### src/hdl/bal_pkg.sv
// Shared types, constants and the log2 fraction table for the barometric altitude block.
`default_nettype none

package bal_pkg;

    localparam int LOG_TABLE_ENTRIES = 64;
    localparam int LOG_BITS          = $clog2(LOG_TABLE_ENTRIES);

    localparam logic [16:0] P_MIN        = 17'd1000;
    localparam logic [16:0] P_MAX        = 17'd120000;
    localparam logic [16:0] SEA_RESET    = 17'd101325;
    localparam logic [23:0] K_ALT        = 24'd13296794;
    localparam logic [15:0] KELVIN_CENTI = 16'd27300;

    localparam logic [28:0] POS_LIMIT = 29'd67108863;
    localparam logic [28:0] NEG_LIMIT = 29'd67108864;
    localparam logic signed [26:0] OUT_MAX = 27'sh3FFFFFF;
    localparam logic signed [26:0] OUT_MIN = 27'sh4000000;

    typedef logic [15:0] t_log_table [LOG_TABLE_ENTRIES];

    typedef enum logic [2:0] {
        S_IDLE,
        S_LOG_MUL,
        S_LOG_ADD,
        S_KT_MUL,
        S_PP_LO,
        S_PP_HI,
        S_ROUND,
        S_DONE
    } t_eng_state;

    typedef struct packed {
        logic        start;
        logic [16:0] pressure;
        logic [16:0] sea_level;
        logic [15:0] tk;
    } t_eng_req;

    typedef struct packed {
        logic               done;
        logic signed [26:0] alt;
    } t_eng_rsp;

    typedef struct packed {
        logic [4:0]  e;
        logic [15:0] lo;
        logic [16:0] diff;
        logic [15:0] rem;
    } t_log_terms;

    function automatic t_log_table build_log_table();
        t_log_table  tab;
        logic [63:0] x;
        logic [15:0] f;
        for (int i = 0; i < LOG_TABLE_ENTRIES; i++) begin
            x = ((64'(LOG_TABLE_ENTRIES) + 64'(i)) << 30) / 64'(LOG_TABLE_ENTRIES);
            f = '0;
            for (int k = 0; k < 16; k++) begin
                x = (x * x) >> 30;
                f = {f[14:0], 1'b0};
                if (x >= 64'h8000_0000) begin
                    f[0] = 1'b1;
                    x    = x >> 1;
                end
            end
            tab[i] = f;
        end
        return tab;
    endfunction

    localparam t_log_table LOG_TABLE = build_log_table();

    function automatic logic [16:0] clamp_p(input logic [16:0] v);
        logic [16:0] c;
        if (v < P_MIN) begin
            c = P_MIN;
        end else if (v > P_MAX) begin
            c = P_MAX;
        end else begin
            c = v;
        end
        return c;
    endfunction

endpackage

`default_nettype wire

### src/hdl/baro_altitude_and_height_top.sv
// Top level of the barometric altitude and height-above-launch block.
`default_nettype none

// Each accepted item is a timestamped pressure and temperature sample; one result item follows
// with the timestamp, the altitude in millimetres from the hypsometric formula and the height
// above the launch altitude, which is captured from each result up to the first one with
// a non-zero timestamp. From acceptance to the output register an item goes through two steps per
// logarithm (table step, then interpolation), three passes through the one shared 24 x 20
// bit multiplier for the scaling product, one step for rounding and one to hand over. The
// input stall stays high from acceptance until the result has moved to the output register,
// which then waits for the receiver on its own while the next item is taken.
module baro_altitude_and_height_top
    import bal_pkg::*;
(
    input  wire logic               i_clk,
    input  wire logic               i_rst_n,
    input  wire logic               i_cfg_wr_en,
    input  wire logic [16:0]        i_cfg_wr_data,
    input  wire logic               i_valid,
    output logic                    o_stall,
    input  wire logic [63:0]        i_sample_time,
    input  wire logic [16:0]        i_pressure_pa,
    input  wire logic signed [14:0] i_temperature_centi,
    output logic                    o_valid,
    input  wire logic               i_stall,
    output logic [63:0]             o_result_time,
    output logic signed [26:0]      o_altitude_mm,
    output logic signed [26:0]      o_height_mm
);

    logic [16:0]        r_sea_level;
    logic               r_busy;
    logic [63:0]        r_time;
    logic               r_launched;
    logic signed [26:0] r_origin_alt;
    logic               r_out_valid;
    logic [63:0]        r_out_time;
    logic signed [26:0] r_out_alt;
    logic signed [26:0] r_out_h;

    t_eng_req           req;
    t_eng_rsp           rsp;
    logic               accept;
    logic               ack;
    logic signed [26:0] base;
    logic signed [27:0] hdiff;
    logic signed [26:0] h_sat;

    assign accept = i_valid && !r_busy;
    assign ack    = rsp.done && (!r_out_valid || !i_stall);

    always_comb begin
        req.start     = accept;
        req.pressure  = i_pressure_pa;
        req.sea_level = r_sea_level;
        req.tk        = 16'({i_temperature_centi[14], i_temperature_centi}) + KELVIN_CENTI;
    end

    bal_engine u_engine (
        .i_clk   (i_clk),
        .i_rst_n (i_rst_n),
        .i_req   (req),
        .i_ack   (ack),
        .o_rsp   (rsp)
    );

    always_comb begin
        base  = r_launched ? r_origin_alt : rsp.alt;
        hdiff = 28'(rsp.alt) - 28'(base);
        if (hdiff > 28'(OUT_MAX)) begin
            h_sat = OUT_MAX;
        end else if (hdiff < 28'(OUT_MIN)) begin
            h_sat = OUT_MIN;
        end else begin
            h_sat = 27'(hdiff);
        end
    end

    always_ff @(posedge i_clk) begin
        if (!i_rst_n) begin
            r_sea_level  <= SEA_RESET;
            r_busy       <= 1'b0;
            r_launched   <= 1'b0;
            r_origin_alt <= '0;
            r_out_valid  <= 1'b0;
        end else begin
            if (i_cfg_wr_en) begin
                r_sea_level <= i_cfg_wr_data;
            end
            if (accept) begin
                r_busy <= 1'b1;
            end else if (ack) begin
                r_busy <= 1'b0;
            end
            if (ack) begin
                r_out_valid <= 1'b1;
                if (!r_launched) begin
                    r_origin_alt <= rsp.alt;
                    r_launched   <= (r_time != 64'd0);
                end
            end else if (!i_stall) begin
                r_out_valid <= 1'b0;
            end
        end
    end

    always_ff @(posedge i_clk) begin
        if (accept) begin
            r_time <= i_sample_time;
        end
        if (ack) begin
            r_out_time <= r_time;
            r_out_alt  <= rsp.alt;
            r_out_h    <= h_sat;
        end
    end

    assign o_stall       = r_busy;
    assign o_valid       = r_out_valid;
    assign o_result_time = r_out_time;
    assign o_altitude_mm = r_out_alt;
    assign o_height_mm   = r_out_h;

endmodule

`default_nettype wire

### src/hdl/bal_log_front.sv
// Leading-one search, table lookup and interpolation terms for the base-two logarithm.
`default_nettype none

module bal_log_front
    import bal_pkg::*;
(
    input  wire logic [16:0] i_value,
    output t_log_terms       o_terms
);

    logic [4:0]               e;
    logic [16:0]              lead;
    logic [15:0]              frac;
    logic [16+LOG_BITS-1:0]   scaled;
    logic [16+LOG_BITS-1:0]   mask;
    logic [LOG_BITS-1:0]      idx;
    logic [16:0]              hi;
    logic [15:0]              lo;

    always_comb begin
        e = '0;
        for (int b = 0; b < 17; b++) begin
            if (i_value[b]) begin
                e = 5'(b);
            end
        end
        lead   = 17'(1) << e;
        frac   = 16'(i_value - lead);
        scaled = {frac, {LOG_BITS{1'b0}}};
        mask   = ((16+LOG_BITS)'(1) << e) - (16+LOG_BITS)'(1);
        idx    = LOG_BITS'(scaled >> e);
        lo     = LOG_TABLE[idx];
        if (idx == LOG_BITS'(LOG_TABLE_ENTRIES - 1)) begin
            hi = 17'h10000;
        end else begin
            hi = {1'b0, LOG_TABLE[idx + LOG_BITS'(1)]};
        end
        o_terms.e    = e;
        o_terms.lo   = lo;
        o_terms.diff = hi - {1'b0, lo};
        o_terms.rem  = 16'(scaled & mask);
    end

endmodule

`default_nettype wire

### src/hdl/bal_engine.sv
// Sequencer and datapath that evaluate the altitude on one shared multiplier.
`default_nettype none

module bal_engine
    import bal_pkg::*;
(
    input  wire logic i_clk,
    input  wire logic i_rst_n,
    input  wire t_eng_req i_req,
    input  wire logic i_ack,
    output t_eng_rsp  o_rsp
);

    t_eng_state r_state, n_state;

    logic [16:0]        r_p;
    logic [16:0]        r_ps;
    logic [15:0]        r_tk;
    logic               r_sel;
    logic [4:0]         r_e;
    logic [15:0]        r_lo;
    logic [43:0]        r_prod;
    logic [20:0]        r_log_s;
    logic               r_neg;
    logic [19:0]        r_mag;
    logic [39:0]        r_kt;
    logic [59:0]        r_acc;
    logic signed [26:0] r_alt;

    t_log_terms         terms;
    logic [16:0]        log_in;
    logic [23:0]        mul_a;
    logic [19:0]        mul_b;
    logic [43:0]        mul_p;
    logic [43:0]        interp;
    logic [20:0]        log_val;
    logic signed [21:0] d;
    logic [60:0]        rsum;
    logic [28:0]        rnd;
    logic signed [26:0] alt_n;

    assign log_in = r_sel ? r_p : r_ps;

    bal_log_front u_log_front (
        .i_value (log_in),
        .o_terms (terms)
    );

    always_comb begin
        case (r_state)
            S_LOG_MUL: begin
                mul_a = 24'(terms.diff);
                mul_b = 20'(terms.rem);
            end
            S_KT_MUL: begin
                mul_a = K_ALT;
                mul_b = 20'(r_tk);
            end
            S_PP_LO: begin
                mul_a = 24'(r_kt[19:0]);
                mul_b = r_mag;
            end
            S_PP_HI: begin
                mul_a = 24'(r_kt[39:20]);
                mul_b = r_mag;
            end
            default: begin
                mul_a = '0;
                mul_b = '0;
            end
        endcase
        mul_p = 44'(mul_a) * 44'(mul_b);
    end

    always_comb begin
        interp  = r_prod >> r_e;
        log_val = {r_e, 16'h0000} + 21'(r_lo) + 21'(interp[16:0]);
        d       = $signed({1'b0, r_log_s}) - $signed({1'b0, log_val});
        rsum    = 61'(r_acc) + (61'(1) << 31);
        rnd     = rsum[60:32];
        if (r_neg) begin
            alt_n = (rnd > NEG_LIMIT) ? OUT_MIN : $signed(27'(~rnd + 29'd1));
        end else begin
            alt_n = (rnd > POS_LIMIT) ? OUT_MAX : $signed(27'(rnd));
        end
    end

    always_ff @(posedge i_clk) begin
        if (!i_rst_n) begin
            r_state <= S_IDLE;
        end else begin
            r_state <= n_state;
        end
    end

    always_comb begin
        n_state    = r_state;
        o_rsp.done = 1'b0;
        o_rsp.alt  = r_alt;
        case (r_state)
            S_IDLE: begin
                if (i_req.start) begin
                    n_state = S_LOG_MUL;
                end
            end
            S_LOG_MUL: begin
                n_state = S_LOG_ADD;
            end
            S_LOG_ADD: begin
                n_state = r_sel ? S_KT_MUL : S_LOG_MUL;
            end
            S_KT_MUL: begin
                n_state = S_PP_LO;
            end
            S_PP_LO: begin
                n_state = S_PP_HI;
            end
            S_PP_HI: begin
                n_state = S_ROUND;
            end
            S_ROUND: begin
                n_state = S_DONE;
            end
            S_DONE: begin
                o_rsp.done = 1'b1;
                if (i_ack) begin
                    n_state = S_IDLE;
                end
            end
            default: begin
                n_state = S_IDLE;
            end
        endcase
    end

    always_ff @(posedge i_clk) begin
        case (r_state)
            S_IDLE: begin
                if (i_req.start) begin
                    r_p   <= clamp_p(i_req.pressure);
                    r_ps  <= clamp_p(i_req.sea_level);
                    r_tk  <= i_req.tk;
                    r_sel <= 1'b0;
                end
            end
            S_LOG_MUL: begin
                r_prod <= mul_p;
                r_e    <= terms.e;
                r_lo   <= terms.lo;
            end
            S_LOG_ADD: begin
                if (!r_sel) begin
                    r_log_s <= log_val;
                    r_sel   <= 1'b1;
                end else begin
                    r_neg <= d[21];
                    r_mag <= d[21] ? 20'(-d) : 20'(d);
                end
            end
            S_KT_MUL: begin
                r_kt <= mul_p[39:0];
            end
            S_PP_LO: begin
                r_acc <= 60'(mul_p);
            end
            S_PP_HI: begin
                r_acc <= r_acc + {mul_p[39:0], 20'h00000};
            end
            S_ROUND: begin
                r_alt <= alt_n;
            end
            default: begin
            end
        endcase
    end

endmodule

`default_nettype wire

### config.mk
export PLATFORM = sky130hd
export DESIGN_NAME = baro_altitude_and_height_top
export DESIGN_NICKNAME = d
export VERILOG_FILES = /design/src/hdl/bal_pkg.sv /design/src/hdl/baro_altitude_and_height_top.sv /design/src/hdl/bal_log_front.sv /design/src/hdl/bal_engine.sv
export SDC_FILE = /design/constraint.sdc
export NUM_CORES = 2
export LEC_CHECK = 0
export BUFFER_PORTS_ARGS = -buffer_cell sky130_fd_sc_hd__buf_4
export CORE_MARGIN = 4
export CORE_UTILIZATION = 55
export CTS_BUF_LIST = sky130_fd_sc_hd__clkbuf_16
export DETAILED_ROUTE_END_ITERATION = 8
export GPL_TIMING_DRIVEN = 1
export PLACE_DENSITY = 0.73
export REMOVE_ABC_BUFFERS = 1
export SYNTH_ARGS = -nofsm -noshare
export SYNTH_HDL_FRONTEND = slang
export SYNTH_HIERARCHICAL = 1
export SYNTH_SLANG_ARGS = --single-unit
### constraint.sdc
create_clock -name i_clk -period 26.5 [get_ports i_clk]
set_input_delay 1.325 -clock i_clk [delete_from_list [all_inputs] [get_ports i_clk]]
set_output_delay 1.325 -clock i_clk [all_outputs]
set_load 0.01 [all_outputs]
Word level (Yosys, flattened, before mapping)
Memories as Yosys holds them, arrays and structs flattened.
Cells that the tools add are included.
{ "classes": {"multipliers": 1, "shifts": 4, "addsub": 13, "n_reduce_logical": 19, "n_mux": 45, "bitwise": 5, "n_eq_ne": 11, "magnitude_cmp": 10} }
{ "ops": {"columns": ["operator", "count"], "rows": [
  ["2-to-1 mux 27 bit", 5],
  ["one-hot mux 60 bit (2 select lines)", 1],
  ["one-hot mux 24 bit (4 select lines)", 1],
  ["2-to-1 mux 5 bit", 15],
  ["2-to-1 mux 17 bit", 4],
  ["2-to-1 mux 16 bit", 4],
  ["nonzero test 64 bit", 1],
  ["adder 60 x 32 -> 61 bit (second input constant)", 1],
  ["adder 60 bit", 1],
  ["one-hot mux 20 bit (3 select lines)", 1],
  ["multiplier 24 x 20 -> 44 bit", 1],
  [">> shifter 44 x 5 -> 17 bit", 1],
  ["greater-than comparator 17 bit (second input constant)", 2],
  ["less-than comparator 17 x 10 -> 1 bit (second input constant)", 2],
  ["left shift 1 x 5 -> 16 bit (first input constant)", 2],
  ["greater-than comparator 29 x 26 -> 1 bit (second input constant)", 1],
  ["greater-than comparator 29 x 27 -> 1 bit (second input constant)", 1],
  ["greater-than comparator 28 x 27 -> 1 bit (second input constant)", 1],
  ["less-than comparator 28 x 27 -> 1 bit (second input constant)", 1],
  ["subtractor 27 x 27 -> 28 bit", 1],
  ["adder 27 x 1 -> 27 bit (second input constant)", 1],
  ["NOT 27 bit", 1],
  ["one-hot mux 3 bit (8 select lines)", 1],
  [">> shifter 22 x 5 -> 6 bit", 1],
  ["other kinds (31)", 57]
]} }
{ "word_totals": {"register_bits": 517, "mem_count": 2, "elab_cells": 135, "rom_bits": 2048, "input_bits": 118} }
{ "memory_table": {"columns": ["memory", "depth", "word_bits", "rd", "rd_clocked_by_memory_dff", "write_ports", "line", "text"], "rows": [
  ["(no name shown)", 64, 16, 1, 0, 0, "bal_log_front.sv:36", "hi = {1'b0, LOG_TABLE[idx + LOG_BITS'(1)]};"],
  ["(no name shown)", 64, 16, 1, 0, 0, "bal_log_front.sv:32", "lo = LOG_TABLE[idx];"]
]} }

Longest topological paths before layout
{ "logic_depth": {"depth_word": 31, "ltp_mapped": 85} }

By module
The synthesis kept the hierarchy.
{ "by_module_without_submodules": {"columns": ["mod", "cells_each", "n_inst", "seq_area_each_um2", "area_per_inst_um2"], "rows": [
  ["bal_engine", 3463, 1, 8017.7, 32382.3],
  ["baro_altitude_and_height_top", 654, 1, 6406.1, 9437.8],
  ["bal_log_front", 926, 1, 0.0, 5819.3]
]} }

Least setup slack after synthesis
No wires, ideal clock.
{ "synth_timing": {"kind": "flip-flop to flip-flop", "start": "reg u_engine.r_sel", "end": "reg u_engine.r_acc[59] (data pin)", "path_stages_with_launch": 84, "path_buffers": 8, "setup_ps": 147, "arrival_time_ps": 18209, "setup_slack_ps": 8144, "path_cell_list": "edfxtp_1 -> clkbuf_1 -> mux2_2 -> or4_1 -> clkbuf_1 -> o21ai_1 -> buf_2 -> a21oi_1 -> o21a_1 -> ha_1 -> fa_1 -> nor2b_1 -> o31a_1 -> or4_1 -> o311ai_1 -> a32o_1 -> o2111ai_1 -> nand2_1 -> [... 48 more ...] -> a21o_1 -> a21o_1 -> a21o_1 -> a21o_1 -> a21o_1 -> nor2_1 -> xnor2_1 -> ha_1 -> nand4_1 -> nor2_1 -> a221oi_1 -> o21a_1 -> nand4_1 -> a221oi_1 -> a211oi_1 -> or4_1 -> a31o_2 -> a21oi_1"} }
{ "synth_rtl": {"columns": ["element", "line", "text"], "rows": [
  ["start, declared", "bal_engine.sv:19", "logic r_sel;"],
  ["start signal, assigned", "bal_engine.sv:143", "r_sel <= 1'b0;"],
  ["start signal, assigned", "bal_engine.sv:154", "r_sel <= 1'b1;"],
  ["end signal, assigned", "bal_engine.sv:164", "r_acc <= 60'(mul_p);"],
  ["end signal, assigned", "bal_engine.sv:167", "r_acc <= r_acc + {mul_p[39:0], 20'h00000};"],
  ["end, declared", "bal_engine.sv:27", "logic [59:0] r_acc;"]
]} }

==> results.cfg <==
[yosys]
synth_edf_count = 447
synth_flop_cell = edfxtp_1
yosys_warnings = 6
synthArstFlopShare_pct = 0
mappedNetlistArea_sq_um = 47600
synth_top_cell_area_share_pct = 28.2
synth_area_per_cell_sq_um = 9.45
syn_inst = 5043
ys_seq_area_share_pct = 30.3
yosys.cell_types.count = 113
synth_area_leaders = edfxtp_1 (28%), fa_1 (15%), ha_1 (9.2%)
yosysTopAreaCell = edfxtp_1
ys_ff_latch = 497

[grt]
grt_usage_pct = 31.8
grt_max_degree = 72
grt_antenna_before_repair = 1
use_met1_pct = 42.0
use_met3_pct = 5.47
grt-ovfl-total = 0
grt_pass1_vias = 38400
grt_first_pass_wirelength_microns = 225000
use_met2_pct = 51.2
grt-busiest-layer = met2

[drt]
wirelength_microns = 147000
vias = 39600
first_pass_iters = 7
wl_per_cell_microns = 23.1
ant_nets = 0
drcViolationCount = 0
viasPerCell = 6.23
drt_iter0_drc = 3862

[floorplan]
die_height_microns = 302
ios = 238
initial_utilization_pct = 55.7
rows = 107
coreArea_sq_um = 85500
die_x_microns = 302
dieArea_sq_um = 91400

[pwr]
seq_power_share_pct = 21.0
p_leak_nw = 23.2
ir_drop_uv = 127
power.switching_mw = 2.34
power.density_nw_per_um2 = 91.1
pwr-share-clk_pct = 16.1
internal_power_mw = 2.44
p_comb_share_pct = 62.8
swShare_pct = 49.0

[sta]
skew_ps = 39.3
drv_slew = 0
post-route-period-util_pct = 81.8
tightestPinTransition_ps = 1240
max_freq_mhz = 46.1
slew_headroom_pct = 16.9
min_period_ps = 21670
finalHoldViolCount = 0
finalSetupViolCount = 0
fin_tns_setup_ps = 0
rsz0062_at_grt = false

[place]
dpl_cell_area_sq_um = 50600
gp_congestion = 1.01
numPortBuffers = 237
dp_hpwl_microns = 113000
place_inst = 6264

[outcome]
run_status = finished clean

[critical_path]
cp_common_cell = inv_1
cp_max_fo = 53
cpPeakStageDelay_ps = 830
start_kind = register
slowest_stage = edfxtp_1
end_kind = register
crit_arrival_ps = 22150
criticalPathCategory = reg -> reg
critPathRequiredTime_ps = 26980

[clock_network]
cts.sinks = 497
clk_latency_ps = 640
cts_hold_buf = 0
cts_buffer_depth = 3
cts_max_level = 2
cts.root.buffer_cell = clkbuf_16
cts_setup_buffers = 0
cts_buffers = 53
clk_pin_slew_ps = 60
cts_resized = 0
cts_tree = built

[cells_and_area]
fin_area_sq_um = 52400
area_growth_pct = 9.95
nets = 6001
fin_cells = 6365
drive_above_1_share_pct = 10.9

[worst_hold_path]
hold_class = reg -> reg

[job]
max_cap_viol_count = 0
==> layout make-up <==
type / count / area, sq um
repair buffers: 326 / 2450
inverters: 519 / 1950
clock buffers: 56 / 1400
diodes: 2 / 5.00
well taps: 1144 / 1430
multi-input cells: 3778 / 30300
clock inverters: 43 / 397
flip-flops and latches: 497 / 14400
fillers: 7278 / 33200
==> kinds of logic after synthesis <==
kind of cell	Yosys count	synth area share [%]
other cells	3	0.0236
fa+ha+maj	709	24.3
compound gates	1126	16.1
flops	497	30.3
mux	193	4.54
buf+inv	780	6.34
simple gates	1547	15.0
xor+xnor	188	3.49
==> path summary, 6_finish.rpt <==
path,cells after the start,start,slack (ps),end
worst max register to register,73,u_engine/r_sel,4830,u_engine/r_acc[59]
worst max-delay path,73,u_engine/r_sel,4830,u_engine/r_acc[59]
worst min register to register,0,r_time[50],450,o_result_time[50]
worst min-delay path,0,r_time[50],450,o_result_time[50]
==> power by group through the flow <==
stage	combinational (mW)	sequential, mW	clock (mW)
2_1_floorplan	1.93	1.01	0
3_3_place_gp	2.89	1.02	0
3_5_place_dp	2.89	1.02	0
4_1_cts	2.92	1.00	0.783
5_1_grt	3.23	1.01	0.819
6_report	3.00	1.00	0.771
==> critical path, delay by kind of cell (launching register included) <==
family / cells / cell delay, ps
AO/OA/AOI/OAI: 26 / 6900
XOR/XNOR: 2 / 440
adder cells (fa/ha/maj): 14 / 6190
buffers and inverters: 12 / 2570
flip-flops: 1 / 830
multiplexers: 2 / 870
AND/OR/NAND/NOR: 17 / 3650
==> synth_stat cells, drive strengths merged (29+ instances only) <==
library cell / n
nand2: 582
inv: 517
edfxtp: 447
nor2: 427
fa: 358
ha: 350
a21oi: 264
o21ai: 233
clkbuf: 203
xnor2: 120
mux2i: 117
a21o: 104
nand3: 103
nor3: 81
xor2: 68
mux2: 64
buf: 58
o211ai: 57
and2: 56
a211oi: 52
dfxtp: 50
nor2b: 48
and3: 46
o21a: 42
nor4: 41
a31oi: 40
nand2b: 36
o211a: 36
nand4: 29
==> layout by cell type, fill, tap and decap left out, types with 36 or more instances in the layout <==
cell type  instances
a211oi_1          51
a21o_1           103
a21oi_1          248
a31oi_1           39
and2_1            55
and3_1            46
buf_4            326
clkbuf_16         56
dfxtp_1           49
edfxtp_1         447
fa_1             358
ha_1             350
inv_1            523
mux2_2            63
mux2i_1          117
nand2_1          580
nand2b_1          36
nand3_1          102
nor2_1           423
nor2b_1           47
nor3_1            80
nor4_1            37
o211a_1           36
o211ai_1          57
o21a_1            42
o21ai_0          191
o21ai_1           40
xnor2_1          119
xor2_1            67
==> registers in the layout, indices dropped and copies added, names as in the netlist <==
signal and count:
o_result_time 64, r_time 64, u_engine/r_prod 44, u_engine/r_acc 40, u_engine/r_kt 40, o_altitude_mm 27, o_height_mm 27, r_origin_alt 27
u_engine/r_alt 27, u_engine/r_log_s 21, u_engine/r_mag 20, r_sea_level 17, u_engine/r_p 17, u_engine/r_ps 17, u_engine/r_lo 16, u_engine/r_tk 16
u_engine/r_e 5, u_engine/r_state 3, o_stall 1, o_valid 1, r_launched 1, u_engine/r_neg 1, u_engine/r_sel 1
==> stage by stage <==
step | util (%) | setup slack, ps | power, mW | hold slack [ps]
floorplan | - | 7140 | 2.95 | 426
global placement | 59.1 | 5510 | 3.90 | 430
detailed placement | 59.1 | 5300 | 3.91 | 434
CTS | 61.2 | 5130 | 4.71 | 448
global route | 61.2 | 3560 | 5.05 | 456
finish | 61.2 | 4830 | 4.77 | 448
==> routing by layer <==
metal,share of wire (%),up-vias
li1,-,18000
met1,40,19200
met2,46,2009
met3,8.8,408
met4,5.7,2
met5,0.0088,-
Note: power is estimated with default switching activity, not from simulation.
